<file path="config.mk">
export PLATFORM = sky130hd
export DESIGN_NAME = amixb_front
export DESIGN_NICKNAME = d
export VERILOG_FILES = /design/src/rtl/core/amixb_pkg.sv /design/src/rtl/core/amixb_front.sv
export SDC_FILE = /design/constraint.sdc
export NUM_CORES = 2
export LEC_CHECK = 0
export BUFFER_PORTS_ARGS = -buffer_cell sky130_fd_sc_hd__buf_2
export CAP_MARGIN = 20
export CORE_ASPECT_RATIO = 0.5
export CORE_UTILIZATION = 65
export CTS_BUF_LIST = sky130_fd_sc_hd__clkbuf_4 sky130_fd_sc_hd__clkbuf_8 sky130_fd_sc_hd__clkbuf_16
export DETAILED_ROUTE_END_ITERATION = 16
export HOLD_SLACK_MARGIN = 0.03
export PLACE_DENSITY = 0.88
export SLEW_MARGIN = 10
export SYNTH_ARGS = -nofsm -noshare
export SYNTH_HDL_FRONTEND = slang
export SYNTH_SLANG_ARGS = --single-unit
</file>
<file path="constraint.sdc">
create_clock -name clk -period 14.3 [get_ports clk]
set_input_delay 2.145 -clock clk [delete_from_list [all_inputs] [get_ports clk]]
set_output_delay 2.145 -clock clk [all_outputs]
set_load 0.02 [all_outputs]
</file>
<file path="src/rtl/core/amixb_pkg.sv">
// ----------------------------------------------------------------------------
// Mix bus accumulator package
// Shared constants, command codes, queue sizing and the accumulator
// saturation helper.
// ----------------------------------------------------------------------------
package amixb_pkg;

  localparam int Q_DEPTH   = 4;
  localparam int Q_PTR_W   = 2;
  localparam int Q_CNT_W   = 3;

  localparam int FI_W      = 10;
  localparam int GAIN_W    = 16;
  localparam int GAIN_FRAC = 14;
  localparam int ROUND_BIAS = 8192;
  localparam int MOD_SHIFT = 20;
  localparam int ACC_W     = 32;

  localparam longint ACC_MAX = 64'sd2147483647;
  localparam longint ACC_MIN = -64'sd2147483648;

  localparam logic CMD_MIX  = 1'b0;
  localparam logic CMD_READ = 1'b1;

  typedef struct packed {
    logic is_read;
    logic last;
  } cmd_ctl_t;

  function automatic logic signed [ACC_W-1:0] sat_acc(input longint v);
    logic signed [ACC_W-1:0] res;
    if (v > ACC_MAX) begin
      res = ACC_W'(ACC_MAX);
    end else if (v < ACC_MIN) begin
      res = ACC_W'(ACC_MIN);
    end else begin
      res = ACC_W'(v);
    end
    return res;
  endfunction

endpackage

</file>
<file path="src/rtl/core/amixb_front.sv">
// ----------------------------------------------------------------------------
// Mix bus front end
// Accepts a word, applies the gain with a registered multiply, then rounds,
// saturates and folds the frame index into the buffer range.
// ----------------------------------------------------------------------------
module amixb_front #(
  parameter int BUF_FRAMES  = 1024,
  parameter int SAMPLE_BITS = 24,
  localparam int AW = $clog2(BUF_FRAMES)
) (
  input  logic                               clk,
  input  logic                               rst_n,
  input  logic                               accept,
  input  logic                               cfg_stereo,
  input  logic                               in_cmd,
  input  logic [amixb_pkg::FI_W-1:0]         in_frame_index,
  input  logic signed [SAMPLE_BITS-1:0]      in_left,
  input  logic signed [SAMPLE_BITS-1:0]      in_right,
  input  logic                               in_stereo,
  input  logic [amixb_pkg::GAIN_W-1:0]       in_gain,
  input  logic                               in_last_frame,
  output logic                               push,
  output amixb_pkg::cmd_ctl_t                ctl,
  output logic [AW-1:0]                      idx,
  output logic signed [amixb_pkg::ACC_W-1:0] val_l,
  output logic signed [amixb_pkg::ACC_W-1:0] val_r
);
  import amixb_pkg::*;

  localparam int XW      = SAMPLE_BITS + 1;
  localparam int PW      = XW + GAIN_W + 1;
  localparam int TW      = PW + 1 - GAIN_FRAC;
  localparam int QPW     = FI_W + MOD_SHIFT;
  localparam int MOD_MUL = (1 << MOD_SHIFT) / BUF_FRAMES;
  localparam int RW      = FI_W + AW + 1;

  logic signed [XW-1:0]     xa, xb;
  logic signed [GAIN_W:0]   g;
  logic signed [PW-1:0]     pa_nxt, pb_nxt, pa_r, pb_r;
  logic [QPW-1:0]           qprod;
  logic [FI_W-1:0]          q_nxt, q_r, fi_r;
  logic                     f1_valid_r;
  cmd_ctl_t                 ctl_r;
  logic [RW-1:0]            qb, rem, rem_c;
  logic signed [PW:0]       sa, sb;
  logic signed [TW-1:0]     ta, tb;

  always_comb begin
    xa = (!cfg_stereo && in_stereo) ? XW'(in_left) + XW'(in_right) : XW'(in_left);
    xb = in_stereo ? XW'(in_right) : XW'(in_left);
    g  = $signed({1'b0, in_gain});
    pa_nxt = PW'(xa) * PW'(g);
    pb_nxt = PW'(xb) * PW'(g);
    qprod  = QPW'(in_frame_index) * QPW'(MOD_MUL);
    q_nxt  = qprod[QPW-1:MOD_SHIFT];
  end

  always_ff @(posedge clk) begin
    if (!rst_n) begin
      f1_valid_r <= 1'b0;
    end else begin
      f1_valid_r <= accept;
    end
  end

  always_ff @(posedge clk) begin
    if (accept) begin
      ctl_r.is_read <= (in_cmd == CMD_READ);
      ctl_r.last    <= in_last_frame;
      fi_r          <= in_frame_index;
      q_r           <= q_nxt;
      pa_r          <= pa_nxt;
      pb_r          <= pb_nxt;
    end
  end

  // The quotient estimate is low by at most one, so one correction suffices.
  always_comb begin
    qb    = RW'(q_r) * RW'(BUF_FRAMES);
    rem   = RW'(fi_r) - qb;
    rem_c = (rem >= RW'(BUF_FRAMES)) ? rem - RW'(BUF_FRAMES) : rem;
    idx   = rem_c[AW-1:0];
  end

  always_comb begin
    sa    = $signed({pa_r[PW-1], pa_r}) + (PW+1)'(ROUND_BIAS);
    sb    = $signed({pb_r[PW-1], pb_r}) + (PW+1)'(ROUND_BIAS);
    ta    = $signed(sa[PW:GAIN_FRAC]);
    tb    = $signed(sb[PW:GAIN_FRAC]);
    val_l = sat_acc(64'(ta));
    val_r = sat_acc(64'(tb));
  end

  assign push = f1_valid_r;
  assign ctl  = ctl_r;

endmodule

</file>
[After elaboration in Yosys (flattened, before gate mapping)]
Index checks and enable logic that the tools add are counted.
Operators by class
  magnitude comparators: 5
  multipliers: 2
  mux-type cells: 7
  reductions and logical operators: 2
  add/subtract/negate cells: 4
Operators by type and width (number)
  $mux W32: 4
  $add A42 B15 Y43 const B: 2
  $mul A25 B17 Y42: 2
  $gt A29 B32 Y1 const B: 2
  $lt A29 B32 Y1 const B: 2
  $mux W25: 2
  $add A24 B24 Y25: 1
  $ge A10 B11 Y1 const B: 1
  $mux W10: 1
  $sub A10 B1 Y10 const B: 1
  $logic_and A1 B1 Y1: 1
  $logic_not A1 Y1: 1
Word-level totals
  output and inout bits: 77
  word-level logic and storage cells: 26
  bits in registers: 97

[Longest topological paths before layout]
  depth after elaboration: 4
  gate-level depth with buffers: 33
  mapped depth without buffers: 31

[Worst setup path before layout]
OpenSTA, ideal clock, no wires.
  path kind: input port to flip-flop
  start point: input in_left[0]
  end point: register pa_r[40] (data pin)
  setup time: 258 ps
  stages on the path: 33
  setup slack: 4744 ps
  data required time: 14042 ps
  arrival time: 9298 ps
  cell sequence: ha_1 inv_1 fa_1 nand2b_1 a211oi_2 o211a_1 o211ai_2 o21ai_1 a21oi_2 or4b_1 buf_2 buf_6 and3_1 fa_1 inv_1 fa_1 inv_1 fa_1 fa_1 inv_1 fa_1 fa_1 inv_1 ha_1 clkbuf_1 nand2_1 o21ai_0 a21oi_1 o21ai_0 nor3_1 a21oi_1 o22ai_1 xnor2_1
On the way
  longest elaborated chain between the ends: 3
RTL lines
  start, declared: RTL line amixb_front.sv:17  | input logic signed [SAMPLE_BITS-1:0] in_left,
  $add A24 B24 Y25: RTL line amixb_front.sv:49  | xa = (!cfg_stereo && in_stereo) ? XW'(in_left) + XW'(in_right) : XW'(in_left);
  $mux W25 *: RTL line amixb_front.sv:49
  $mul A25 B17 Y42 *: RTL line amixb_front.sv:52  | pa_nxt = PW'(xa) * PW'(g);
  via pa_nxt[40]: RTL line amixb_front.sv:39  | logic signed [PW-1:0] pa_nxt, pb_nxt, pa_r, pb_r;
  end signal, assigned: RTL line amixb_front.sv:72  | pa_r <= pa_nxt;
  end, declared: RTL line amixb_front.sv:39
Mark *: on every way through the listed nets, which the timed path passes. The rest lies on a longest branch.
A chain may end at the register's enable or synchronous reset.

[Worst setup path in the final report]
Same ends and word-level chain as after synthesis.

==> impl_metrics.yaml <==
outcome:
  run_status: "complete, no violations"
final_layout:
  sequential_standard_cell_area_mm2: 0.002122
  multi_input_comb_area_mm2: 0.02732
  mostFrequentLayoutCell: "sky130_fd_sc_hd__inv_1"
  syn_to_final_growth_pct: 4.846
  final_cell_mix: "sky130_fd_sc_hd__inv_1 (874), sky130_fd_sc_hd__fa_1 (769), sky130_fd_sc_hd__nand2_1 (499)"
  number_of_fillers_in_the_final_layout: 3550
  layout.core_utilization_pct: 69.40
  drive_gt1_share_pct: 7.399
  finalNetCount: 4775
min_path:
  timing.hold.worst_path_depth: 1
  hold_path.class: "in2reg"
  min_delay_worst_endpoint: "fi_r[8]"
  min-delay-start: "in_frame_index[8]"
sta:
  setup-violations-final: 0
  fmax_mhz: 93.73
  finalCritPeriodShare_pct: 74.61
  setup_repair_after_global_routing_missed_its_margin: "false"
  timing.max_slew.rel_slack_pct: 29.38
  timing_max_transition_violations_final: 0
  finalSetupTns_ns: 0
  postLayoutSetupSlackWorst_ns: 3.631
  hold_viol: 0
  max_slew.worst_pin.slew_ns: 1.059
  layout_min_cycle_time_ns: 10.67
detailed_routing:
  iteration_0_drc_markers: 2256
  antenna_violating_nets_post_route: 0
  wire_length_reported_by_the_detailed_router_um: 87180
  wire_per_inst_um: 19.83
  via_count: 26064
  drt_pre_antenna_iters: 8
  drc_errors: 0
  drt-vias-per-instance: 5.929
clocking:
  cts_max_level: 3
  tritoncts: "yes"
  cts-root-buf: "sky130_fd_sc_hd__clkbuf_16"
  number_of_sinks_driven_by_the_clock_tree: 71
  postCtsSetupBuffers: 0
  clock_path_buffers: 2
  cts_made_buffers: 9
  cts_hold_buf: 0
  post_cts.resized_instances: 0
  clk_transition_reported_paths_ns: 0.06
worst_setup_path:
  worst_path_maximum_fanout: 33
  criticalPathCategory: "in2reg"
  cp_slowest_cell: "sky130_fd_sc_hd__or4b_1"
  worst_ep_arrival_time_ns: 10.80
  worstPathRequired_ns: 14.43
  timing.critical_path.from_type: "input port"
  critical-path-top-cell-by-count: "sky130_fd_sc_hd__fa_1"
  critPathCaptureType: "flip-flop"
  worstSetupStartpoint: "in_left[0]"
  slowest_delay_ns: 0.89
placed_design:
  detailedPlacementHpwl_um: 67740
  detailedPlace.worstSlack_ns: 3.345
  gp_routability_congestion: 0.9723
  numPortBuffers: 157
yosys:
  syn_nets: 4749
  post_synth_instance_area_mm2: 0.03339
  synth_edf_count: 70
  synth_ff_type: "sky130_fd_sc_hd__edfxtp_1"
  synthesis.instances: 3672
  synth-async-reset-ratio_pct: 0
  ys_warn_count: 0
  post-synth-top-area-cell: "sky130_fd_sc_hd__fa_1"
  yosys.cell_types.count: 68
  netlist.area_leader.share_pct: 46.11
  synth_area_leaders: "sky130_fd_sc_hd__fa_1 (46%), sky130_fd_sc_hd__inv_1 (9.8%), sky130_fd_sc_hd__ha_1 (8.5%)"
  synth.avg_cell_area_um2: 9.092
  ys_ff_latch: 71
  synth-seq-area-share_pct: 6.356
floorplanning:
  die_area_mm2: 0.05233
  floorplan.initialDensity_pct: 66.20
  die_width_um: 322.5
  io_pins: 158
  placementRows: 58
  core_area_mm2: 0.05044
  die_height_um: 162.3
global_routing:
  grt_start_max_net_pins: 73
  grt_first_pass_wirelength_um: 142100
  gr-usage-all-layers_pct: 35.06
  via_count_of_the_first_global_routing_pass: 28477
  grt_antenna_before_repair: 4
  globalRoute.totalOverflow: 0
flow_run:
  drv_cap: 0
## metrics by stage
stage          cell area [um2]  instances  hold slack [ns]
2_1_floorplan            33390       3672            2.244
3_3_place_gp             34670       4377            2.321
3_5_place_dp             34670       4377            2.323
4_1_cts                  35000       4393            1.925
5_1_grt                  35000       4396            1.922
6_report                 35000       4396            1.937
## flip-flops by register name (all words and copies together), names as in the netlist
register	flops
pa_r	29
pb_r	29
fi_r	10
ctl	2
push	1
## logic make-up (layout without fill, tap and decap cells)
logic type      Yosys count  after routing  synth area share, %
simple gates           1123           1123                17.13
buf+inv                1056           1087                12.00
fa+ha+maj               996            996                54.62
compound gates          269            269                5.603
xor+xnor                131            131                3.437
flops                    71             71                6.356
mux                      26             26               0.8620
other cells               0              3                    0
## how the worst max path moves through the flow
| stage | endpoint | slack (ns) | cells past startpoint |
|---|---|---|---|
| after global routing | pa_r[40] | 3.31 | 30 |
| final | pa_r[40] | 3.63 | 30 |
| after detailed placement | pa_r[40] | 3.35 | 30 |
| after CTS | pa_r[40] | 3.73 | 30 |
| after floorplan | pa_r[40] | 4.74 | 33 |
| after global placement | pa_r[40] | 3.57 | 30 |
## worst max-delay path, delay by kind of cell
| kind | cells | cell delay [ns] |
|---|---|---|
| buf+inv | 6 | 0.80 |
| compound gates | 8 | 1.79 |
| xor+xnor | 1 | 0.15 |
| fa+ha+maj | 9 | 4.06 |
| simple gates | 6 | 1.82 |
## final cells by class
cell class / count / area share [%]
repair buffers: 197 / 3.110
clock inverters: 6 / 0.2681
flip-flops and latches: 71 / 6.062
well taps: 690 / 2.466
multi-input cells: 2545 / 78.04
inverters: 874 / 9.372
diodes: 3 / 0.02145
clock buffers: 10 / 0.6648
## cells in the mapped netlist (15+ instances only)
| cell type | n |
|---|---|
| sky130_fd_sc_hd__xor2_1 | 43 |
| sky130_fd_sc_hd__a21o_1 | 35 |
| sky130_fd_sc_hd__and2_1 | 282 |
| sky130_fd_sc_hd__fa_1 | 769 |
| sky130_fd_sc_hd__a21oi_1 | 62 |
| sky130_fd_sc_hd__ha_1 | 227 |
| sky130_fd_sc_hd__nand2_1 | 499 |
| sky130_fd_sc_hd__nor4b_1 | 21 |
| sky130_fd_sc_hd__inv_1 | 874 |
| sky130_fd_sc_hd__mux2_2 | 22 |
| sky130_fd_sc_hd__and3_1 | 44 |
| sky130_fd_sc_hd__nor2_1 | 46 |
| sky130_fd_sc_hd__xnor2_1 | 88 |
| sky130_fd_sc_hd__nand4_1 | 34 |
| sky130_fd_sc_hd__clkbuf_1 | 161 |
| sky130_fd_sc_hd__edfxtp_1 | 70 |
| sky130_fd_sc_hd__nand2b_1 | 25 |
| sky130_fd_sc_hd__nor3_1 | 15 |
| sky130_fd_sc_hd__and4_1 | 16 |
| sky130_fd_sc_hd__o21ai_0 | 45 |
| sky130_fd_sc_hd__nor2b_1 | 36 |
| sky130_fd_sc_hd__nand3_1 | 68 |
## per-layer routing
metal,vias up,wire [um],global-route usage (%)
li1,11119,-,-
met1,13081,31480,43.12
met2,1529,42610,59.62
met3,333,9321,7.855
met4,2,3744,15.71
met5,-,18,0
Power is not shown: default switching activity piles up to over one toggle a cycle in this logic, so the estimate is an artifact.
