`src/rtl/core/amixb_pkg.sv`:
```
// ----------------------------------------------------------------------------
// Mix bus accumulator package
// Shared constants, command codes, queue sizing and the accumulator
// saturation helper.
// ----------------------------------------------------------------------------
package amixb_pkg;

  localparam int Q_DEPTH   = 4;
  localparam int Q_PTR_W   = 2;
  localparam int Q_CNT_W   = 3;

  localparam int FI_W      = 10;
  localparam int GAIN_W    = 16;
  localparam int GAIN_FRAC = 14;
  localparam int ROUND_BIAS = 8192;
  localparam int MOD_SHIFT = 20;
  localparam int ACC_W     = 32;

  localparam longint ACC_MAX = 64'sd2147483647;
  localparam longint ACC_MIN = -64'sd2147483648;

  localparam logic CMD_MIX  = 1'b0;
  localparam logic CMD_READ = 1'b1;

  typedef struct packed {
    logic is_read;
    logic last;
  } cmd_ctl_t;

  function automatic logic signed [ACC_W-1:0] sat_acc(input longint v);
    logic signed [ACC_W-1:0] res;
    if (v > ACC_MAX) begin
      res = ACC_W'(ACC_MAX);
    end else if (v < ACC_MIN) begin
      res = ACC_W'(ACC_MIN);
    end else begin
      res = ACC_W'(v);
    end
    return res;
  endfunction

endpackage

```
`src/rtl/core/amixb_fifo.sv`:
```
// ----------------------------------------------------------------------------
// Mix bus word queue
// Small first-in first-out queue of fixed depth; the caller never pushes
// into a full queue or pops an empty one.
// ----------------------------------------------------------------------------
module amixb_fifo #(
  parameter int W = 8
) (
  input  logic                         clk,
  input  logic                         rst_n,
  input  logic                         push,
  input  logic [W-1:0]                 wdata,
  input  logic                         pop,
  output logic [W-1:0]                 rdata,
  output logic [amixb_pkg::Q_CNT_W-1:0] cnt
);
  import amixb_pkg::*;

  logic [W-1:0]       mem_r [Q_DEPTH];
  logic [Q_PTR_W-1:0] wr_ptr_r, wr_ptr_nxt;
  logic [Q_PTR_W-1:0] rd_ptr_r, rd_ptr_nxt;
  logic [Q_CNT_W-1:0] cnt_r, cnt_nxt;

  always_comb begin
    wr_ptr_nxt = push ? wr_ptr_r + 1'b1 : wr_ptr_r;
    rd_ptr_nxt = pop ? rd_ptr_r + 1'b1 : rd_ptr_r;
    cnt_nxt    = cnt_r + Q_CNT_W'(push) - Q_CNT_W'(pop);
  end

  always_ff @(posedge clk) begin
    if (!rst_n) begin
      wr_ptr_r <= '0;
      rd_ptr_r <= '0;
      cnt_r    <= '0;
    end else begin
      wr_ptr_r <= wr_ptr_nxt;
      rd_ptr_r <= rd_ptr_nxt;
      cnt_r    <= cnt_nxt;
    end
  end

  always_ff @(posedge clk) begin
    if (push) begin
      mem_r[wr_ptr_r] <= wdata;
    end
  end

  assign rdata = mem_r[rd_ptr_r];
  assign cnt   = cnt_r;

endmodule

```
`config.mk`:
```
export PLATFORM = sky130hd
export DESIGN_NAME = amixb_fifo
export DESIGN_NICKNAME = d
export VERILOG_FILES = /design/src/rtl/core/amixb_pkg.sv /design/src/rtl/core/amixb_fifo.sv
export SDC_FILE = /design/constraint.sdc
export NUM_CORES = 1
export LEC_CHECK = 0
export BUFFER_PORTS_ARGS = -buffer_cell sky130_fd_sc_hd__buf_2
export CAP_MARGIN = 10
export CORE_MARGIN = 2
export CORE_UTILIZATION = 35
export CTS_CLUSTER_DIAMETER = 40
export DETAILED_ROUTE_END_ITERATION = 6
export PLACE_DENSITY = 0.59
export SETUP_SLACK_MARGIN = 0.15
export SYNTH_ARGS = -nofsm -noshare
export SYNTH_HDL_FRONTEND = slang
export SYNTH_SLANG_ARGS = --single-unit
```
`constraint.sdc`:
```
create_clock -name clk -period 4.6 [get_ports clk]
set_input_delay 0.23 -clock clk [delete_from_list [all_inputs] [get_ports clk]]
set_output_delay 0.23 -clock clk [all_outputs]
set_load 0.05 [all_outputs]
```
Yosys cells after proc, flatten, opt, wreduce, memory -nomap -nowiden
Memories as Yosys holds them, arrays and structs flattened. A register that Yosys moved wholly into a read port is not among the register bits. Cells that the tools add are included.

Bits in writable memories: 32. Input bits: 12. Output and inout bits: 11. Memories kept: 1. Bits in registers: 7. Word-level logic and storage cells: 12.

$add $sub $neg: 4. Mux-type cells: 4.

Memories: mem_r (depth 4, width 8, rd ports 1, clocked after Yosys merged registers in 1, wr ports 1, line amixb_fifo.sv:19) `logic [W-1:0] mem_r [Q_DEPTH];`.

Operators with widths (number): adder 2 x 1 -> 2 bit (second input constant) (2); 2-to-1 mux 2 bit (2); adder 3 x 1 -> 3 bit (1); subtractor 3 x 1 -> 3 bit (1); 2-to-1 mux 1 bit (2).

Logic depth before layout (Yosys ltp)
Gate-level depths: netlist of run 1.

Depth after elaboration: 3. Mapped depth: 7.

Worst setup path before layout of run 1
No wires, ideal clock.

Path kind: reg-to-reg. From: reg cnt_r[0], in the netlist cnt[0]. To: reg cnt_r[2], in the netlist cnt[2]. Path slack: 2.567 ns. Cell stages (with the launch flop): 8. Data arrival time: 1.969 ns. Required time: 4.536 ns. Cells stage by stage: dfxtp_1 > inv_1 > ha_1 > inv_1 > ha_1 > fa_1 > xor3_1 > nor2_1.

Word-level cells in the longest chain between the ends: 2.

RTL lines: from (decl) (line amixb_fifo.sv:22) `logic [Q_CNT_W-1:0] cnt_r, cnt_nxt;`; from (signal assigned) (line amixb_fifo.sv:38) `cnt_r <= cnt_nxt;`; adder 3 x 1 -> 3 bit (line amixb_fifo.sv:27) `cnt_nxt = cnt_r + Q_CNT_W'(push) - Q_CNT_W'(pop);`; subtractor 3 x 1 -> 3 bit (line amixb_fifo.sv:27).

No other way between the ends. A chain may end at the register's enable or synchronous reset.

==> flow_metrics.py, run 1 <==
metrics = {
    "sta": {
        "period_needed_ps": 2000,
        "worstMarginPinSlew_ps": 544,
        "setup_violations": 0,
        "slew_headroom_pct": 63.7,
        "fmax_mhz": 500,
        "final.setup_skew_ps": 4.20,
        "hold_violations": 0,
        "finalCritPeriodShare_pct": 43.4,
        "slew_violations": 0,
        "rsz0062_at_grt": "false",
        "fin_tns_setup_ps": 0,
    },
    "setup_path": {
        "arrival_ps": 1770,
        "slowest_delay_ps": 670,
        "critical_path_class": "flop to primary output",
        "rrSetupSlack_ps": 2860,
        "r2r_cells": 7,
        "cp.depth": 2,
        "path_buf_inv": 1,
        "timing.rr.start": "cnt[0]",
        "critPathTopFamily": "flip-flops",
        "critPathMaxFanout": 8,
        "critPathCapture": "rdata[0]",
        "startpoint_type": "flop",
        "r2r_end": "cnt[2]",
        "end_kind": "primary output",
        "crit_chain": "mux4_2 > buf_2",
        "slowest_stage": "dfxtp_1",
        "required_ps": 4370,
    },
    "placement": {
        "dpl.hpwl_um": 1670,
        "globalplace.congestion": 0.672,
        "portBuffers": 22,
    },
    "final_layout": {
        "drive_gt1_share_pct": 35.1,
        "nets": 129,
        "area_growth_pct": 18.7,
        "n_antenna_cell": 0,
        "final_common_cell": "edfxtp_1",
        "layout_common_cells": "32 x edfxtp_1, 22 x buf_2, 9 x dfxtp_1",
    },
    "detailed_routing": {
        "wire_per_inst_um": 14.8,
        "vias": 772,
        "drt-pass1-iter-count": 3,
        "ant_nets": 0,
        "drt_iter0_markers": 66,
        "drc": 0,
        "vias_per_cell": 4.74,
        "wl_um": 2420,
    },
    "clocking": {
        "cts_tree": "done",
        "clk_latency_ps": 300,
        "root_buffer": "clkbuf_8",
        "cts_inserted_buffers": 5,
        "path_clk_slew_ps": 80,
        "clock-sinks": 41,
        "post_cts_resized": 0,
        "cts_post_setup_buffers_inserted": 0,
        "cts_htree_levels": 2,
        "clock_path_buffers": 2,
        "hold_buffers": 0,
    },
    "power": {
        "leakage_nw": 0.706,
        "powerDensity_nw_per_um2": 500,
        "irDropWorstVdd_uv": 196,
        "power_w": 0.000943,
    },
    "logic_synthesis": {
        "netlist_area_sq_um": 1590,
        "synth_seq_area_share_pct": 71.8,
        "synth_cells": 83,
        "postSynthRegisterBits": 41,
        "syn_area_per_cell_sq_um": 19.1,
        "yosys_warnings": 0,
        "syn-num-nets": 102,
        "synth.distinct_cells": 16,
    },
    "min_path": {
        "hold_class": "primary input to flop",
    },
    "floorplan": {
        "core_area_sq_um": 4350,
        "io-pin-count": 23,
        "die_x_um": 71.4,
        "row_count": 24,
        "start_util_pct": 36.5,
        "dieArea_sq_um": 5100,
        "die_h_um": 71.4,
    },
    "global_routing": {
        "grt_pass1_vias": 836,
        "grt_pass1_wl_um": 3860,
        "grt_util_all_layers_pct": 10.5,
        "antenna_found_initial": 0,
        "grt-ovfl-total": 0,
        "grt_max_degree": 15,
    },
    "run": {
        "max_cap_viol_count": 0,
    },
    "outcome": {
        "outcome": "complete, no violations",
    },
}
## how the worst min path moves through the flow
stage | slack (ps) | endpoint | start | depth (start not counted)
2_1_floorplan | 330 | mem_r[0][0] | wdata[0] | 0
3_3_place_gp | 450 | mem_r[0][1] | wdata[1] | 1
3_5_place_dp | 450 | mem_r[2][3] | wdata[3] | 1
4_1_cts | 130 | mem_r[2][3] | wdata[3] | 1
5_1_grt | 140 | mem_r[2][3] | wdata[3] | 1
6_report | 140 | mem_r[2][3] | wdata[3] | 1
## Yosys cell counts
| master | number | share of area, % |
|---|---|---|
| clkbuf_2 | 1 | 0.31 |
| mux2i_1 | 1 | 0.63 |
| edfxtp_1 | 32 | 60 |
| xor3_1 | 1 | 1.5 |
| nand3b_1 | 1 | 0.47 |
| buf_6 | 1 | 0.71 |
| xnor2_1 | 2 | 1.1 |
| fa_1 | 1 | 1.3 |
| dfxtp_1 | 9 | 11 |
| and2_1 | 6 | 2.4 |
| ha_1 | 6 | 4.7 |
| a21bo_2 | 1 | 0.63 |
| a21oi_1 | 1 | 0.31 |
| nor2_1 | 5 | 1.2 |
| inv_1 | 7 | 1.7 |
| mux4_2 | 8 | 11 |
## cell families after synthesis
logic type                 after synthesis  synth area share [%]
AOI/OAI and AO/OA                        2                 0.945
muxes                                    9                  12.0
adders and majority gates                7                  5.98
and+or+nand+nor                         12                  4.02
buffers and inverters                    9                  2.68
DFF                                     41                  71.8
xor gates and xnor gates                 3                  2.60
## cell type report
cell class	instances	area [sq um]
Fill cell	385	2470
Sequential cell	41	1140
Inverter	7	26.3
Clock inverter	3	68.8
Timing Repair Buffer	22	110
Multi-Input combinational cell	33	405
Tap cell	52	65.1
Clock buffer	5	68.8
## stage by stage
| stage | setup WS (ps) | area (sq um) | util, % | hold slack [ps] | cells |
|---|---|---|---|---|---|
| finish | 2600 | 1890 | 43.3 | 139 | 163 |
| global route | 2470 | 1890 | 43.3 | 139 | 163 |
| CTS | 2510 | 1890 | 43.3 | 131 | 163 |
| detailed placement | 2840 | 1750 | 40.1 | 448 | 155 |
| global placement | 2870 | 1750 | 40.1 | 445 | 155 |
| floorplan | 2570 | 1590 | - | 329 | 83 |
## routing by layer
metal / track usage (%) / vias up / wire length (um)
met2: 18.4 / 23 / 1230
met3: 3.80 / 6 / 129
met1: 11.0 / 384 / 1000
met5: 0 / - / 0
met4: 5.66 / 0 / 55
li1: - / 359 / -
## where the power goes
group / total (W) / internal, W / switching [W]
Combinational: 0.000157 / 0.0000572 / 0.000100
Sequential: 0.000442 / 0.000425 / 0.0000163
Clock: 0.000344 / 0.000218 / 0.000126
## sequential cells by signal, summed over array words and instances (netlist names), named ones only
| name | cells |
|---|---|
| wr_ptr_r | 2 |
| mem_r | 32 |
| cnt | 3 |
| rd_ptr_r | 2 |
(Power assumes the default switching activity.)
==> inputs of run 2 (changes only) <==
--- a/config.mk
+++ b/config.mk
@@ -5,13 +5,14 @@
 export SDC_FILE = /design/constraint.sdc
 export NUM_CORES = 1
 export LEC_CHECK = 0
+export ABC_AREA = 1
 export BUFFER_PORTS_ARGS = -buffer_cell sky130_fd_sc_hd__buf_2
 export CAP_MARGIN = 10
 export CORE_MARGIN = 2
 export CORE_UTILIZATION = 35
 export CTS_CLUSTER_DIAMETER = 40
 export DETAILED_ROUTE_END_ITERATION = 6
-export PLACE_DENSITY = 0.59
+export PLACE_DENSITY = 0.61
 export SETUP_SLACK_MARGIN = 0.15
 export SYNTH_ARGS = -nofsm -noshare
 export SYNTH_HDL_FRONTEND = slang
==> constraint.sdc (replaced) <==
create_clock -name clk -period 1.7 [get_ports clk]
set_input_delay 0.085 -clock clk [delete_from_list [all_inputs] [get_ports clk]]
set_output_delay 0.085 -clock clk [all_outputs]
set_load 0.05 [all_outputs]
==> flow_metrics.py, run 2 <==
metrics = {
    "sta": {
        "setup_violations": 0,
        "period_needed_ps": 1490,
        "slew_headroom_pct": 73.2,
        "slew_violations": 0,
        "worstMarginPinSlew_ps": 402,
        "hold_ws_ps": 20.7,
        "finalCritPeriodShare_pct": 87.4,
        "rsz0062_at_grt": "false",
        "fmax_mhz": 673,
        "hold_violations": 0,
        "fin_tns_setup_ps": 0,
        "final.setup_skew_ps": 3.73,
    },
    "detailed_routing": {
        "ant_nets": 0,
        "wl_um": 2680,
        "vias_per_cell": 4.47,
        "drc": 0,
        "drt_iter0_markers": 47,
        "vias": 997,
        "drt-pass1-iter-count": 4,
        "wire_per_inst_um": 12.0,
    },
    "setup_path": {
        "crit_chain": "inv_4 > ha_4 > inv_2 > ha_4 > fa_2 > nand2_1 > inv_1",
        "required_ps": 1930,
        "arrival_ps": 1720,
        "critPathMaxFanout": 2,
        "slowest_stage": "fa_2",
        "startpoint_type": "flop",
        "critical_path_class": "flop to flop",
        "end_kind": "flop",
        "crit_top_cell": "ha_4",
        "slowest_delay_ps": 520,
    },
    "placement": {
        "numPlacedInstances": 214,
        "globalplace.congestion": 0.664,
        "dpl.hpwl_um": 1830,
        "portBuffers": 22,
    },
    "logic_synthesis": {
        "synth_edf_count": 32,
        "synthArstFlopShare_pct": 0,
        "synth.area.top_cells": "edfxtp_1 58%, dfxtp_1 11%, o21ai_1 5.4%",
        "yosysMostFrequentCell": "edfxtp_1",
        "synth_top_cell_by_area": "edfxtp_1",
        "synth_flop_cell": "edfxtp_1",
        "yosys_warnings": 0,
        "synth-xor-area-share_pct": 0,
        "synth_top_area_share_pct": 57.7,
        "synth-simple-area-share_pct": 8.20,
        "synth_mux_area_share_pct": 0,
        "synth_cells": 141,
        "synth_compound_area_share_pct": 10.2,
        "syn-num-nets": 160,
        "postSynthRegisterBits": 41,
        "netlist_area_sq_um": 1660,
        "syn_area_per_cell_sq_um": 11.8,
        "synth_common_cells": "32 x edfxtp_1, 24 x nor2_1, 18 x inv_1, 18 x o21ai_1, 11 x nand2_1",
        "synth_top_family_by_area": "compound AO/OA/AOI/OAI gates",
        "synth.distinct_cells": 15,
        "synth_fa_ha_area_share_pct": 5.71,
        "synth_seq_area_share_pct": 68.6,
    },
    "clocking": {
        "cts_tree": "done",
        "clk_latency_ps": 280,
        "cts_htree_levels": 2,
        "path_clk_slew_ps": 70,
        "clock-sinks": 41,
        "root_buffer": "clkbuf_8",
        "cts_inserted_buffers": 5,
        "clock_path_buffers": 2,
    },
    "floorplan": {
        "row_count": 25,
        "die_h_um": 73.0,
        "die_x_um": 73.0,
        "io-pin-count": 23,
        "start_util_pct": 35.7,
        "dieArea_sq_um": 5320,
        "core_area_sq_um": 4660,
    },
    "power": {
        "irDropWorstVdd_uv": 556,
        "powerDensity_nw_per_um2": 1130,
        "leakage_nw": 0.798,
    },
    "global_routing": {
        "grt_max_degree": 16,
        "grt_util_all_layers_pct": 11.2,
        "grt_pass1_vias": 938,
        "grt_pass1_wl_um": 4290,
        "grt-ovfl-total": 0,
        "antenna_found_initial": 0,
    },
    "final_layout": {
        "final_common_cell": "edfxtp_1",
        "area_growth_pct": 18.0,
        "top_register": "mem_r",
        "n_antenna_cell": 0,
        "drive_gt1_share_pct": 25.4,
        "final_cell_count_no_fill": 223,
        "layout_common_cells": "32 x edfxtp_1, 24 x nor2_1, 18 x o21ai_1",
        "largest_reg_flops": 32,
        "nets": 187,
    },
    "min_path": {
        "hold_class": "primary input to flop",
    },
    "outcome": {
        "outcome": "complete, no violations",
    },
    "run": {
        "max_cap_viol_count": 0,
    },
}
==> run 2: cell count changes in the layout (fill, tap and decap cells not counted), sizes merged, moves of 2 or more <==
| cell | before | now |
|---|---|---|
| bufinv | 2 | 0 |
| mux4 | 8 | 0 |
| clkinv | 0 | 2 |
| a21oi | 1 | 5 |
| and2 | 6 | 0 |
| nor2 | 5 | 24 |
| nand2 | 0 | 11 |
| inv | 8 | 20 |
| xnor2 | 2 | 0 |
| o21ai | 0 | 28 |
==> run 2: logic make-up (layout without fill, tap and decap cells) <==
kind of cell | after synthesis | in the layout
DFF | 41 | 41
buffers and inverters | 24 | 52
adders and majority gates | 7 | 7
AOI/OAI and AO/OA | 33 | 33
and+or+nand+nor | 36 | 36
==> run 2: path summary, 6_finish.rpt <==
check              start  slack, ps  cells after the start     endpoint
max               cnt[0]        210                      7       cnt[1]
min             wdata[7]         20                      1  mem_r[0][7]
max reg2reg       cnt[0]        210                      7       cnt[1]
min reg2reg  rd_ptr_r[1]        460                      1         flop
==> run 2: layout make-up <==
| type | instances | area, sq um |
|---|---|---|
| Timing Repair Buffer | 24 | 148 |
| Clock buffer | 6 | 72.6 |
| Multi-Input combinational cell | 76 | 437 |
| Tap cell | 54 | 67.6 |
| Fill cell | 444 | 2700 |
| Inverter | 20 | 80.1 |
| Sequential cell | 41 | 1150 |
| Clock inverter | 2 | 10.0 |
==> run 2: metrics by stage <==
step | total power [W] | setup slack (ps) | cell area (sq um) | util, %
finish | 0.00221 | 215 | 1960 | 42.1
global route | 0.00234 | 143 | 1960 | 42.1
CTS | 0.00221 | 155 | 1910 | 41.0
detailed placement | 0.00162 | 203 | 1810 | 38.9
global placement | 0.00161 | 251 | 1810 | 38.9
floorplan | 0.00152 | 150 | 1670 | -
==> run 2: power breakdown <==
part	leakage [nW]	switching [W]	internal (W)
clock network	0.0450	0.000296	0.000284
logic	0.383	0.000323	0.000136
registers	0.370	0.0000317	0.00114
==> run 2: what timing repair did <==
action / in CTS / in global routing
buffers inserted: 0 / 0
pin swaps: 0 / 3
gates resized for setup: 6 / 10
hold buffers: 0 / 1
endpoints found under the hold margin: 0 / 4
cloned: 0 / 0
endpoints found under the setup margin: 6 / 7
==> run 2: worst max-delay path, delay by kind of cell (launching register included) <==
family,cells,cell delay (ps)
fa+ha+maj,3,920
flops,1,360
buf+inv,3,120
simple gates,1,50
==> run 2: layer usage <==
| metal | up-vias | wire length, um | track usage [%] | share of wire [%] |
|---|---|---|---|---|
| met3 | 0 | 205 | 5.80 | 7.6 |
| met4 | 0 | 0 | 3.70 | 0 |
| met5 | - | 0 | 0 | 0 |
| met1 | 448 | 1130 | 12.6 | 42 |
| met2 | 27 | 1340 | 18.5 | 50 |
| li1 | 522 | - | - | - |
